## config.mk

```make
export PLATFORM = sky130hd
export DESIGN_NAME = sbc_ctrl
export DESIGN_NICKNAME = d
export VERILOG_FILES = /design/src/sv/sbc_pkg.sv /design/src/sv/sbc_ctrl.sv
export SDC_FILE = /design/constraint.sdc
export NUM_CORES = 1
export LEC_CHECK = 0
export BUFFER_PORTS_ARGS = -buffer_cell sky130_fd_sc_hd__buf_2
export CAP_MARGIN = 40
export CORE_MARGIN = 2
export CORE_UTILIZATION = 40
export CTS_CLUSTER_SIZE = 8
export DETAILED_ROUTE_END_ITERATION = 7
export PLACE_DENSITY = 0.76
export SYNTH_ARGS = -nofsm -noshare
export SYNTH_HDL_FRONTEND = slang
export SYNTH_SLANG_ARGS = --single-unit
export TNS_END_PERCENT = 20
```

## constraint.sdc

```tcl
create_clock -name clk_i -period 1.94 [get_ports clk_i]
set_clock_uncertainty 0.2 [all_clocks]
set_input_delay 0.291 -clock clk_i [delete_from_list [all_inputs] [get_ports clk_i]]
set_output_delay 0.291 -clock clk_i [all_outputs]
set_load 0.05 [all_outputs]
```

## src/sv/sbc_pkg.sv

```systemverilog
package sbc_pkg;

  localparam int CoordWidthDef = 32;
  localparam int FracBitsDef   = 16;
  localparam int ClipRounds    = 6;
  localparam int NumRegs       = 6;
  localparam int RegIdxWidth   = 3;

  localparam logic [RegIdxWidth-1:0] RegMinX = 3'd0;
  localparam logic [RegIdxWidth-1:0] RegMinY = 3'd1;
  localparam logic [RegIdxWidth-1:0] RegMinZ = 3'd2;
  localparam logic [RegIdxWidth-1:0] RegMaxX = 3'd3;
  localparam logic [RegIdxWidth-1:0] RegMaxY = 3'd4;
  localparam logic [RegIdxWidth-1:0] RegMaxZ = 3'd5;

  localparam logic [5:0] OcTop    = 6'b000001;
  localparam logic [5:0] OcBottom = 6'b000010;
  localparam logic [5:0] OcRight  = 6'b000100;
  localparam logic [5:0] OcLeft   = 6'b001000;
  localparam logic [5:0] OcFront  = 6'b010000;
  localparam logic [5:0] OcBack   = 6'b100000;

  // Commands from the controller to the datapath.
  typedef struct packed {
    logic load;       // latch the input word and compute both outcodes
    logic setup;      // pick the plane and load the first interpolation
    logic mul;        // register the product for the current interpolation
    logic div_start;  // start the serial divide
    logic store;      // store the finished coordinate, move to the second one
    logic commit;     // write the new point into the moving endpoint
    logic finish;     // write the result register
    logic accept;     // result is an accepted segment
  } sbc_cmd_t;

  // Status from the datapath to the controller.
  typedef struct packed {
    logic both_in;    // both outcodes clear
    logic trivial_out;// outcodes share a bit
    logic div_done;
    logic second;     // the second free coordinate is in work
  } sbc_stat_t;

endpackage

```

## src/sv/sbc_ctrl.sv

```systemverilog
module sbc_ctrl (
  input  logic              clk_i,
  input  logic              rst_ni,
  input  logic              in_valid_i,
  output logic              in_ready_o,
  input  logic              res_free_i,
  input  sbc_pkg::sbc_stat_t stat_i,
  output sbc_pkg::sbc_cmd_t  cmd_o
);
  import sbc_pkg::*;

  typedef enum logic [6:0] {
    StIdle  = 7'b0000001,
    StTest  = 7'b0000010,
    StSetup = 7'b0000100,
    StMul   = 7'b0001000,
    StDivGo = 7'b0010000,
    StDiv   = 7'b0100000,
    StDone  = 7'b1000000
  } state_e;

  state_e state_q, state_d;
  logic [2:0] round_q, round_d;
  logic accept_q, accept_d;

  assign in_ready_o = (state_q == StIdle);

  always_comb begin
    state_d  = state_q;
    round_d  = round_q;
    accept_d = accept_q;
    cmd_o    = '0;
    case (state_q)
      StIdle: begin
        if (in_valid_i) begin
          cmd_o.load = 1'b1;
          round_d    = '0;
          state_d    = StTest;
        end
      end
      StTest: begin
        if (stat_i.both_in) begin
          accept_d = 1'b1;
          state_d  = StDone;
        end else if (stat_i.trivial_out || round_q == 3'(ClipRounds)) begin
          accept_d = 1'b0;
          state_d  = StDone;
        end else begin
          cmd_o.setup = 1'b1;
          state_d     = StMul;
        end
      end
      StSetup: begin
        state_d = StMul;
      end
      StMul: begin
        cmd_o.mul = 1'b1;
        state_d   = StDivGo;
      end
      StDivGo: begin
        cmd_o.div_start = 1'b1;
        state_d         = StDiv;
      end
      StDiv: begin
        if (stat_i.div_done) begin
          cmd_o.store = 1'b1;
          if (stat_i.second) begin
            cmd_o.commit = 1'b1;
            round_d      = round_q + 3'd1;
            state_d      = StTest;
          end else begin
            state_d = StMul;
          end
        end
      end
      StDone: begin
        if (res_free_i) begin
          cmd_o.finish = 1'b1;
          cmd_o.accept = accept_q;
          state_d      = StIdle;
        end
      end
      default: state_d = StIdle;
    endcase
  end

  always_ff @(posedge clk_i or negedge rst_ni) begin
    if (!rst_ni) begin
      state_q  <= StIdle;
      round_q  <= '0;
      accept_q <= 1'b0;
    end else begin
      state_q  <= state_d;
      round_q  <= round_d;
      accept_q <= accept_d;
    end
  end

endmodule

```

; ---- Word-level counts from Yosys, hierarchy flattened
; Cells that the tools add are included.
[word_totals]
regBits = 11
input_bits = 8
[classes]
n_reduce_logical = 6
eq_ne = 12
muxes = 25
addsub = 1
[op_table]
columns = op, count
row1 = 7-bit one-hot mux with 7 select lines, 1
row2 = 7-bit two-way mux, 5
row3 = 1-bit two-way mux, 10
row4 = 3-bit two-way mux, 3
row5 = 2-bit two-way mux, 4
row6 = "2-bit != test, second input constant", 4
row7 = "7-bit by 1-bit equality test with 1-bit output, second input constant", 1
row8 = "7-bit by 2-bit equality test with 1-bit output, second input constant", 1
row9 = "7-bit by 3-bit equality test with 1-bit output, second input constant", 1
row10 = "7-bit by 4-bit equality test with 1-bit output, second input constant", 1
row11 = "7-bit by 5-bit equality test with 1-bit output, second input constant", 1
row12 = "7-bit by 6-bit equality test with 1-bit output, second input constant", 1
row13 = "7-bit equality test, second input constant", 1
row14 = 3-bit one-hot mux with 2 select lines, 1
row15 = 4-bit two-way mux, 1
row16 = 4-bit AND reduction, 1
row17 = 2-bit nonzero test, 2
row18 = "3-bit by 1-bit adder with 3-bit output, second input constant", 1
row19 = "3-bit equality test, second input constant", 1
row20 = 3-bit AND reduction, 1
row21 = 2-bit AND reduction, 1
row22 = 1-bit logical OR, 1

; ---- Longest topological paths before layout
; Gate-level depths: netlist (run 1).
[logic_depth]
depth_word = 5
ltp_mapped = 5

; ---- Worst setup path before layout (run 1)
; OpenSTA, ideal clock, no wires.
[synth_timing]
kind = register to register
startpoint = register round_q[0]
endpoint = register state_q[3]
stages_incl_launch_ff = 6
slack_ns = -1.016
arrival_ns = 2.686
cell_sequence = dfrtp_1 > inv_1 > ha_1 > a211o_1 > nor4_1 > o21ba_2
[synth_between]
elab_chain_cells = 5
[synth_lines]
columns = element, line
row1 = from (decl), sbc_ctrl.sv:23  ; logic [2:0] round_q, round_d;
row2 = from (signal assigned), sbc_ctrl.sv:94  ; round_q <= round_d;
row3 = 3-bit equality test, sbc_ctrl.sv:45  ; end else if (stat_i.trivial_out || round_q == 3'(ClipRounds)) begin
row4 = 1-bit logical OR, sbc_ctrl.sv:45
row5 = 7-bit two-way mux, sbc_ctrl.sv:45
row6 = 7-bit two-way mux, sbc_ctrl.sv:42  ; if (stat_i.both_in) begin
row7 = 7-bit one-hot mux with 7 select lines, sbc_ctrl.sv:33  ; case (state_q)
row8 = to (signal assigned), sbc_ctrl.sv:89  ; state_q <= StIdle;
row9 = to (signal assigned), sbc_ctrl.sv:93  ; state_q <= state_d;
row10 = to (decl), sbc_ctrl.sv:22  ; state_e state_q, state_d;
; Every way passes these cells.
; A chain may end at the register's enable or synchronous reset.

==> flow_summary_export.csv, run 1 <==
group,metric,value,unit
logic_synthesis,synthFlopType,"dfrtp_1",
grt,grt_max_degree,11,
worst_setup_path,slowest_stage,"or4_4",
floorplan,die_w,44.2,um
grt,grt_pass1_wl,2680,um
cells_and_area,nets,107,
worst_setup_path,crit_arrival,1.62,ns
sta,fin_crit,2.11,ns
logic_synthesis,synth-seq-cells,10,
worst_setup_path,crit_type,"flop to output port",
clock_network,root_buffer,"clkbuf_4",
detailed_routing,routedWlPerCell,15.1,um
placement,port_buffers,16,
detailed_routing,viasPerCell,5.54,
clock_network,cts-buffers-inserted,3,
logic_synthesis,synthAdderAreaFrac,3.88,%
logic_synthesis,syn-instance-count,67,
worst_setup_path,r2r_end,"round_q[2]",
logic_synthesis,synth-edff-count,0,
placement,place_inst,107,
sta,fmax,0.473,GHz
cells_and_area,fin_cells,112,
sta,worst_pin_slew,0.295,ns
min_path,holdPathEnd,"accept_q",
logic_synthesis,yosys_warnings,0,
floorplan,start_util,42.9,%
clock_network,cts_tree,"built",
sta,finalSetupViolCount,8,
worst_setup_path,cp_slowest_stage_delay,0.56,ns
floorplan,io_pins,17,
worst_setup_path,worstSetupEndpointType,"output port",
cells_and_area,fin_area,986,um^2
worst_setup_path,cp_max_fo,3,
sta,period_share,109,%
sta,finalMaxSlewViolations,0,
clock_network,clkLatencyLatePin,0.27,ns
cells_and_area,diodes,0,
detailed_routing,drt_iter0_markers,4,
logic_synthesis,synthDistinctLibCells,35,
detailed_routing,wirelength,1700,um
logic_synthesis,synth.avg_cell_area,9.64,um^2
detailed_routing,postRouteAntennaNets,0,
placement,place_congestion,0.798,
min_path,hp-class,"input pin to flop",
sta,slew_headroom,80.2,%
placement,dp_hpwl,1210,um
logic_synthesis,ys_seq_area_share,39.0,%
grt,gr-total-overflow,0,
logic_synthesis,synthTopCellsByCount,"dfrtp_1 (9), nand2_1 (6), inv_1 (4), nor2_1 (4), o21ai_0 (4)",
worst_setup_path,regToRegSetupSlack,0.04,ns
worst_setup_path,r2r-start,"state_q[0]",
worst_setup_path,critPathLaunchType,"flop",
cells_and_area,nFillCells,108,
cells_and_area,multi_input_area,435,um^2
clock_network,clk_path_buf_depth,2,
cells_and_area,regArea,254,um^2
cells_and_area,drive_gt1_share,51.0,%
logic_synthesis,yosys.area.top_type,"dfrtp_1",
min_path,holdPathStages,2,
logic_synthesis,synth_top_area_share,34.9,%
clock_network,clkTransAtPathRegs,0.07,ns
min_path,hold_start,"stat_i[3]",
sta,fin_ws,-0.173,ns
floorplan,core,1510,um^2
job,max-cap-violations,0,
detailed_routing,num_vias,621,
sta,rsz0062_at_grt,"true",
detailed_routing,drc,0,
floorplan,rows,14,
floorplan,die_area,1950,um^2
clock_network,post_cts_buffers,0,
logic_synthesis,synth_mux_area_share,1.74,%
cells_and_area,fin_util,65.4,%
worst_setup_path,crit_chain,"or4_4, nor3b_4, buf_6",
run_status,outcome,"finished with violations",
grt,grt_pass1_vias,622,
logic_synthesis,synth_top_family_by_area,"simple AND/OR/NAND/NOR gates",
logic_synthesis,synthSimpleGateAreaFrac,36.0,%
logic_synthesis,synthTopCellsByArea,"dfrtp_1 (35%), dfstp_2 (4.1%), ha_1 (3.9%)",
placement,place_area,860,um^2
logic_synthesis,synth_area,646,um^2
detailed_routing,first_pass_iters,4,
pwr,p_per_area,1050,nW/um^2
pwr,peakVddDrop,0.713,mV
logic_synthesis,async_flop_share,100,%
logic_synthesis,synth_compound_gate_area_share,14.1,%
pwr,cellLeakagePower,0.472,nW
worst_setup_path,rr_worst_depth,6,
logic_synthesis,yosys.cell_count.top_type,"dfrtp_1",
cells_and_area,area_growth,52.7,%
run_status,violations,"negative setup slack",
clock_network,cts.sinks,10,
clock_network,htree_levels,1,
worst_setup_path,cp_data_required_time,1.45,ns
sta,finalHoldViolations,0,
grt,grt_antenna_before_repair,0,
floorplan,fp.dieH,44.2,um
logic_synthesis,synthXorXnorAreaFrac,1.36,%
grt,grtUsageTotal,19.2,%
logic_synthesis,synth_nets,77,
==> layer usage <==
metal  vias to the layer above  global-route usage (%)  share of wire (%)
met4                         0                    7.88               0.94
met1                       295                    21.5                 42
li1                        306                       -                  -
met2                        18                    33.2                 53
met5                         -                       0                  0
met3                         2                    6.53                4.0
==> how the worst max path moves through the flow <==
| stage | end | depth (start not counted) | from |
|---|---|---|---|
| 2_1_floorplan | cmd_o[4] | 2 | state_q[1] |
| 3_3_place_gp | cmd_o[4] | 3 | state_q[1] |
| 3_5_place_dp | cmd_o[4] | 3 | state_q[1] |
| 4_1_cts | cmd_o[4] | 3 | state_q[1] |
| 5_1_grt | cmd_o[4] | 3 | state_q[0] |
| 6_report | cmd_o[4] | 3 | state_q[5] |
==> cell families after synthesis <==
family,after synthesis
AO/OA/AOI/OAI,13
XOR/XNOR,1
AND/OR/NAND/NOR,34
flip-flops,10
multiplexers,1
adder cells (fa/ha/maj),2
buffers and inverters,6
==> layout make-up <==
type	instances	share of cell area, %
clock buffer	4	3.68
inverter	4	1.52
multi-input combinational	51	44.2
sequential	10	25.8
tap	16	2.03
timing repair buffer	27	22.8
==> cells in the final DEF, fill, tap and decap left out, types with 2 or more instances in the layout <==
master / n
buf_2: 7
buf_6: 8
nand2_1: 5
nor2b_1: 3
nor4_4: 3
clkbuf_4: 3
nor2_1: 4
buf_4: 10
nand3_1: 2
dfrtp_2: 2
nor3b_4: 2
dfrtp_1: 7
and3b_2: 2
inv_1: 4
o21ai_0: 4
==> critical path, delay by kind of cell (launching register included) <==
family,cells,cell delay [ns]
buffers and inverters,1,0.18
AND/OR/NAND/NOR,2,0.80
flip-flops,1,0.38
==> power by group <==
group / switching (mW) / leakage (nW) / internal, mW
sequential: 0.0319 / 0.130 / 0.255
combinational: 0.319 / 0.321 / 0.249
clock: 0.0707 / 0.0210 / 0.114
==> timing repair <==
item | in CTS | in global routing
cloned | 0 | 0
hold buffers | 1 | 0
pin swaps | 3 | 5
setup endpoints to repair | 9 | 11
hold endpoints to repair | 10 | 0
gates resized for setup | 20 | 4
==> per-stage QoR <==
| stage | setup WS [ns] | setup TNS, ns | power, mW | hold WS (ns) |
|---|---|---|---|---|
| after floorplan | -0.0821 | -0.249 | 0.642 | -0.205 |
| final | -0.173 | -0.950 | 1.04 | 0.0712 |
| after detailed placement | -0.0247 | -0.0247 | 0.787 | -0.0386 |
| after global placement | -0.0125 | -0.0125 | 0.777 | -0.0402 |
| after global routing | -0.234 | -1.56 | 1.10 | 0.0710 |
| after CTS | -0.215 | -1.08 | 1.03 | 0.0632 |
==> state kept, by name (all words and copies together) (netlist names) <==
register and cells:
state_q 6, round_q 3, accept_q 1
No activity file was read; power rests on OpenSTA's default activity.
==> run 2: changes to the inputs <==
BUFFER_PORTS_ARGS = default   (was -buffer_cell sky130_fd_sc_hd__buf_2)
DONT_BUFFER_PORTS = 1   (was default)
PLACE_DENSITY = 0.6   (was 0.76)
clock period = 2.7 ns   (was 1.94 ns; I/O delays follow)
==> run 2 against run 1 <==
Worst hold slack worse by 0.037 ns. The run now ends clean. Core utilization shrank 16 points. Global-route usage down 4.1 points. Critical path type unchanged. Final cell count down 19%. First-iteration DRC count increased by 50%. Routed wire length shrank 26%. Clock power down 43%. Combinational power fell by 57%. Critical path depth is 1 lower. Power is 44% lower. Non-clock buffer count down 21. Critical endpoint is now cmd_o[2]. Sequential power fell by 20%.
==> flow_summary_export.csv, run 2 (synthesized netlist as in run 1, its figures left out) <==
group,metric,value,unit
run_status,outcome,"completed",
clock_network,cts_resized,0,
detailed_routing,first_pass_iters,4,
detailed_routing,drt_iter0_markers,6,
detailed_routing,postRouteAntennaNets,0,
sta,whs,0.0338,ns
sta,rsz0062_at_grt,"false",
grt,grt_antenna_before_repair,0,
detailed_routing,wl_met3,137,um
sta,finalHoldViolations,0,
cells_and_area,drive_gt1_share,26.7,%
pwr,power.total,0.581,mW
cells_and_area,diodes,0,
worst_setup_path,worstSetupEndpointType,"output port",
floorplan,die_w,44.2,um
sta,slew_headroom,67.0,%
pwr,p_per_area,779,nW/um^2
min_path,holdPathStages,1,
grt,grt_pass1_vias,501,
cells_and_area,fin_cells,91,
cells_and_area,nets,86,
placement,place_inst,86,
min_path,hp-class,"input pin to flop",
cells_and_area,largest_register_ffs,6,
cells_and_area,area_growth,15.5,%
pwr,peakVddDrop,0.343,mV
floorplan,fp.dieH,44.2,um
floorplan,rows,14,
floorplan,core,1510,um^2
clock_network,clk_path_buf_depth,2,
floorplan,start_util,42.9,%
grt,grt_pass1_wl,2160,um
pwr,cellLeakagePower,0.356,nW
grt,grtUsageTotal,15.2,%
grt,gr-total-overflow,0,
detailed_routing,wl_met1,549,um
clock_network,cts-buffers-inserted,3,
worst_setup_path,cp_max_fo,9,
grt,grt_max_degree,11,
placement,port_buffers,0,
placement,place_congestion,0.735,
worst_setup_path,rr_worst_depth,4,
detailed_routing,wirelength,1250,um
job,max-cap-violations,0,
detailed_routing,num_vias,515,
detailed_routing,highest_layer,"met3",
sta,finalMaxSlewViolations,0,
cells_and_area,top_regs,"state_q: 6 flops, round_q: 3 flops, accept_q: 1 flops",
clock_network,htree_levels,1,
cells_and_area,final_cell_mix,"dfrtp_1 (9), nand2_1 (6), buf_4 (5)",
worst_setup_path,critPathLaunchType,"flop",
detailed_routing,drc,0,
clock_network,cts.sinks,10,
detailed_routing,viasPerCell,5.66,
sta,fin_crit,2.39,ns
floorplan,die_area,1950,um^2
clock_network,root_buffer,"clkbuf_4",
cells_and_area,largest_register,"state_q",
detailed_routing,route.met2.wl,566,um
clock_network,clkLatencyLatePin,0.26,ns
clock_network,clkTransAtPathRegs,0.06,ns
sta,worst_pin_slew,0.496,ns
detailed_routing,routedWlPerCell,13.8,um
worst_setup_path,cp_data_required_time,2.10,ns
clock_network,cts_tree,"built",
clock_network,ctsHoldBuffers,1,
placement,dp_hpwl,990,um
worst_setup_path,crit_type,"flop to output port",
clock_network,post_cts_buffers,0,
cells_and_area,fin_area,746,um^2
sta,fmax,0.419,GHz
sta,period_share,88.4,%
floorplan,io_pins,17,
sta,finalSetupViolCount,0,
placement,place_area,709,um^2
cells_and_area,final_common_cell,"dfrtp_1",
worst_setup_path,crit_arrival,1.78,ns
## run 2: cell types whose count changed in the layout (fill, tap and decap cells not counted), sizes merged
cell / before / now
buf: 26 / 5
## run 2: critical path: stages (launching register included)
cell and delay [ns]:
dfrtp_1 0.46, nor4_4 0.47, and4_1 0.58
## run 2: final timing paths
| check | from | slack, ns | endpoint |
|---|---|---|---|
| min in group asynchronous | rst_ni | 0.32 | state_q[6] |
| hold reg to reg | accept_q | 0.30 | accept_q |
| setup reg to reg | state_q[1] | 0.74 | round_q[2] |
| max in group asynchronous | rst_ni | 1.64 | state_q[0] |
| setup / recovery | state_q[1] | 0.31 | cmd_o[2] |
| hold / removal | stat_i[1] | 0.03 | state_q[5] |
## run 2: final cells by class
cell class,count,area (um^2)
Multi-Input combinational cell,51,385
Timing Repair Buffer,6,47.5
Fill cell,147,761
Sequential cell,10,251
Tap cell,16,20.0
Inverter,4,15.0
Clock buffer,4,26.3
## run 2: report_power, final
| group | leakage, nW | switching (mW) | total [mW] | internal (mW) |
|---|---|---|---|---|
| clock | 0.0150 | 0.0484 | 0.105 | 0.0571 |
| combinational | 0.208 | 0.156 | 0.247 | 0.0904 |
| sequential | 0.133 | 0.0467 | 0.229 | 0.182 |
| total | 0.356 | 0.251 | 0.581 | 0.330 |
## run 2: routing by layer
| layer | vias up | track usage (%) |
|---|---|---|
| li1 | 262 | - |
| met1 | 236 | 19.0 |
| met2 | 17 | 22.1 |
| met3 | 0 | 8.57 |
| met4 | 0 | 4.85 |
| met5 | - | 0 |
## run 2: stage by stage
step | setup slack (ns) | utilization [%] | TNS (ns)
floorplan | -0.129 | - | -0.277
global placement | 0.606 | 47.1 | 0
detailed placement | 0.601 | 47.1 | 0
CTS | 0.305 | 49.5 | 0
global route | 0.181 | 49.5 | 0
finish | 0.314 | 49.5 | 0
==> run 3: changes to the inputs <==
CTS_BUF_LIST = sky130_fd_sc_hd__clkbuf_4 sky130_fd_sc_hd__clkbuf_8   (was default)
==> run 3 against run 2 <==
Non-clock buffer count is the same. Flip-flop and latch count is the same. Setup slack improved by 0.00066 ns. Final cell count unchanged. Worst hold slack better by 0.00055 ns. Clock power is 9.5% higher. Largest power group unchanged. Highest routed layer unchanged.
==> flow_summary_export.csv, run 3 (synthesized netlist as in run 1, its figures left out) <==
group,metric,value,unit
floorplan,start_util,42.9,%
worst_setup_path,cp_max_fo,9,
floorplan,die_w,44.2,um
clock_network,cts_tree,"built",
grt,grt_antenna_before_repair,0,
floorplan,fp.dieH,44.2,um
clock_network,clk_path_buf_depth,2,
sta,finalHoldViolations,0,
floorplan,rows,14,
grt,grt_pass1_wl,2160,um
grt,gr-total-overflow,0,
floorplan,die_area,1950,um^2
sta,rsz0062_at_grt,"false",
detailed_routing,postRouteAntennaNets,0,
cells_and_area,drive_gt1_share,28.0,%
pwr,cellLeakagePower,0.360,nW
clock_network,post_cts_buffers,0,
worst_setup_path,worstSetupEndpointType,"output port",
grt,grtUsageTotal,15.2,%
grt,busiest_layer,"met2",
cells_and_area,largest_register_ffs,6,
detailed_routing,drt_iter0_markers,6,
placement,place_congestion,0.735,
detailed_routing,viasPerCell,5.69,
cells_and_area,nets,86,
cells_and_area,area_growth,16.1,%
clock_network,cts-buffers-inserted,3,
worst_setup_path,critPathLaunchType,"flop",
worst_setup_path,cp_data_required_time,2.10,ns
pwr,p_per_area,789,nW/um^2
worst_setup_path,crit_type,"flop to output port",
cells_and_area,diodes,0,
job,max-cap-violations,0,
clock_network,clkLatencyLatePin,0.26,ns
detailed_routing,routedWlPerCell,13.8,um
detailed_routing,first_pass_iters,4,
pwr,power.total,0.591,mW
pwr,peakVddDrop,0.469,mV
clock_network,htree_levels,1,
min_path,hp-class,"input pin to flop",
grt,use_met1,19.0,%
grt,grt_pass1_vias,501,
sta,period_share,88.4,%
cells_and_area,final_common_cell,"dfrtp_1",
grt,met3_usage,8.57,%
sta,finalMaxSlewViolations,0,
sta,finalSetupViolCount,0,
grt,grt_max_degree,11,
placement,dp_hpwl,990,um
worst_setup_path,crit_arrival,1.78,ns
placement,port_buffers,0,
cells_and_area,final_cell_mix,"dfrtp_1 (9), nand2_1 (6), buf_4 (5)",
clock_network,clkTransAtPathRegs,0.06,ns
floorplan,io_pins,17,
detailed_routing,num_vias,518,
detailed_routing,drc,0,
sta,worst_pin_slew,0.496,ns
cells_and_area,top_regs,"state_q: 6 flops, round_q: 3 flops, accept_q: 1 flops",
detailed_routing,wirelength,1250,um
grt,grt_use_met2,22.1,%
placement,place_area,709,um^2
cells_and_area,fin_area,749,um^2
clock_network,cts.sinks,10,
clock_network,root_buffer,"clkbuf_4",
cells_and_area,largest_register,"state_q",
floorplan,core,1510,um^2
sta,fmax,0.419,GHz
run_status,outcome,"completed",
sta,fin_crit,2.39,ns
sta,slew_headroom,67.0,%
==> run 3: changes by cell type in the layout (fill, tap and decap cells not counted) <==
| cell | before | now |
|---|---|---|
| clkbuf_4 | 3 | 4 |
| clkbuf_1 | 1 | 0 |
==> run 3: critical path, stage by stage, from the launching register on <==
cell	delay, ns
dfrtp_1	0.46
nor4_4	0.47
and4_1	0.58
==> run 3: worst paths after layout <==
| check | start | end | slack (ns) | depth (start not counted) |
|---|---|---|---|---|
| max | state_q[1] | cmd_o[2] | 0.31 | 2 |
| min | stat_i[1] | state_q[5] | 0.03 | 1 |
| max reg2reg | state_q[1] | round_q[2] | 0.74 | 4 |
| min reg2reg | accept_q | accept_q | 0.30 | 1 |
| max in group asynchronous | rst_ni | state_q[0] | 1.64 | 1 |
| min in group asynchronous | rst_ni | state_q[6] | 0.32 | 1 |
==> run 3: timing repair <==
item,in CTS,in global routing
hold buffers,1,0
endpoints found under the hold margin,10,0
resized for setup,0,0
==> run 3: area by class of cell <==
cell class | count | area, um^2
tap | 16 | 20.0
sequential | 10 | 251
fill | 145 | 757
inverter | 4 | 15.0
timing repair buffer | 6 | 47.5
multi-input combinational | 51 | 385
clock buffer | 4 | 30.0
==> run 3: stage by stage <==
step                      TNS, ns  setup WS [ns]  utilization [%]  instances  hold WS, ns
after floorplan            -0.277         -0.129                -         67      -0.0906
after CTS                       0          0.304             49.8         91       0.0232
after global routing            0          0.180             49.8         91       0.0131
after detailed placement        0          0.601             47.1         86      -0.0904
final                           0          0.314             49.8         91       0.0343
after global placement          0          0.606             47.1         86      -0.0903
==> run 3: where the power goes <==
| part | total (mW) | switching (mW) | leakage [nW] | internal [mW] |
|---|---|---|---|---|
| Clock | 0.115 | 0.0483 | 0.0184 | 0.0671 |
| Combinational | 0.247 | 0.156 | 0.208 | 0.0904 |
| Sequential | 0.229 | 0.0467 | 0.133 | 0.182 |
| Total | 0.591 | 0.251 | 0.360 | 0.340 |
==> run 3: layer usage <==
metal,up-vias,part of all wire [%],wire length [um]
met5,-,0,0
met3,0,11,137
met1,237,44,547
li1,264,-,-
met2,17,45,567
met4,0,0,0
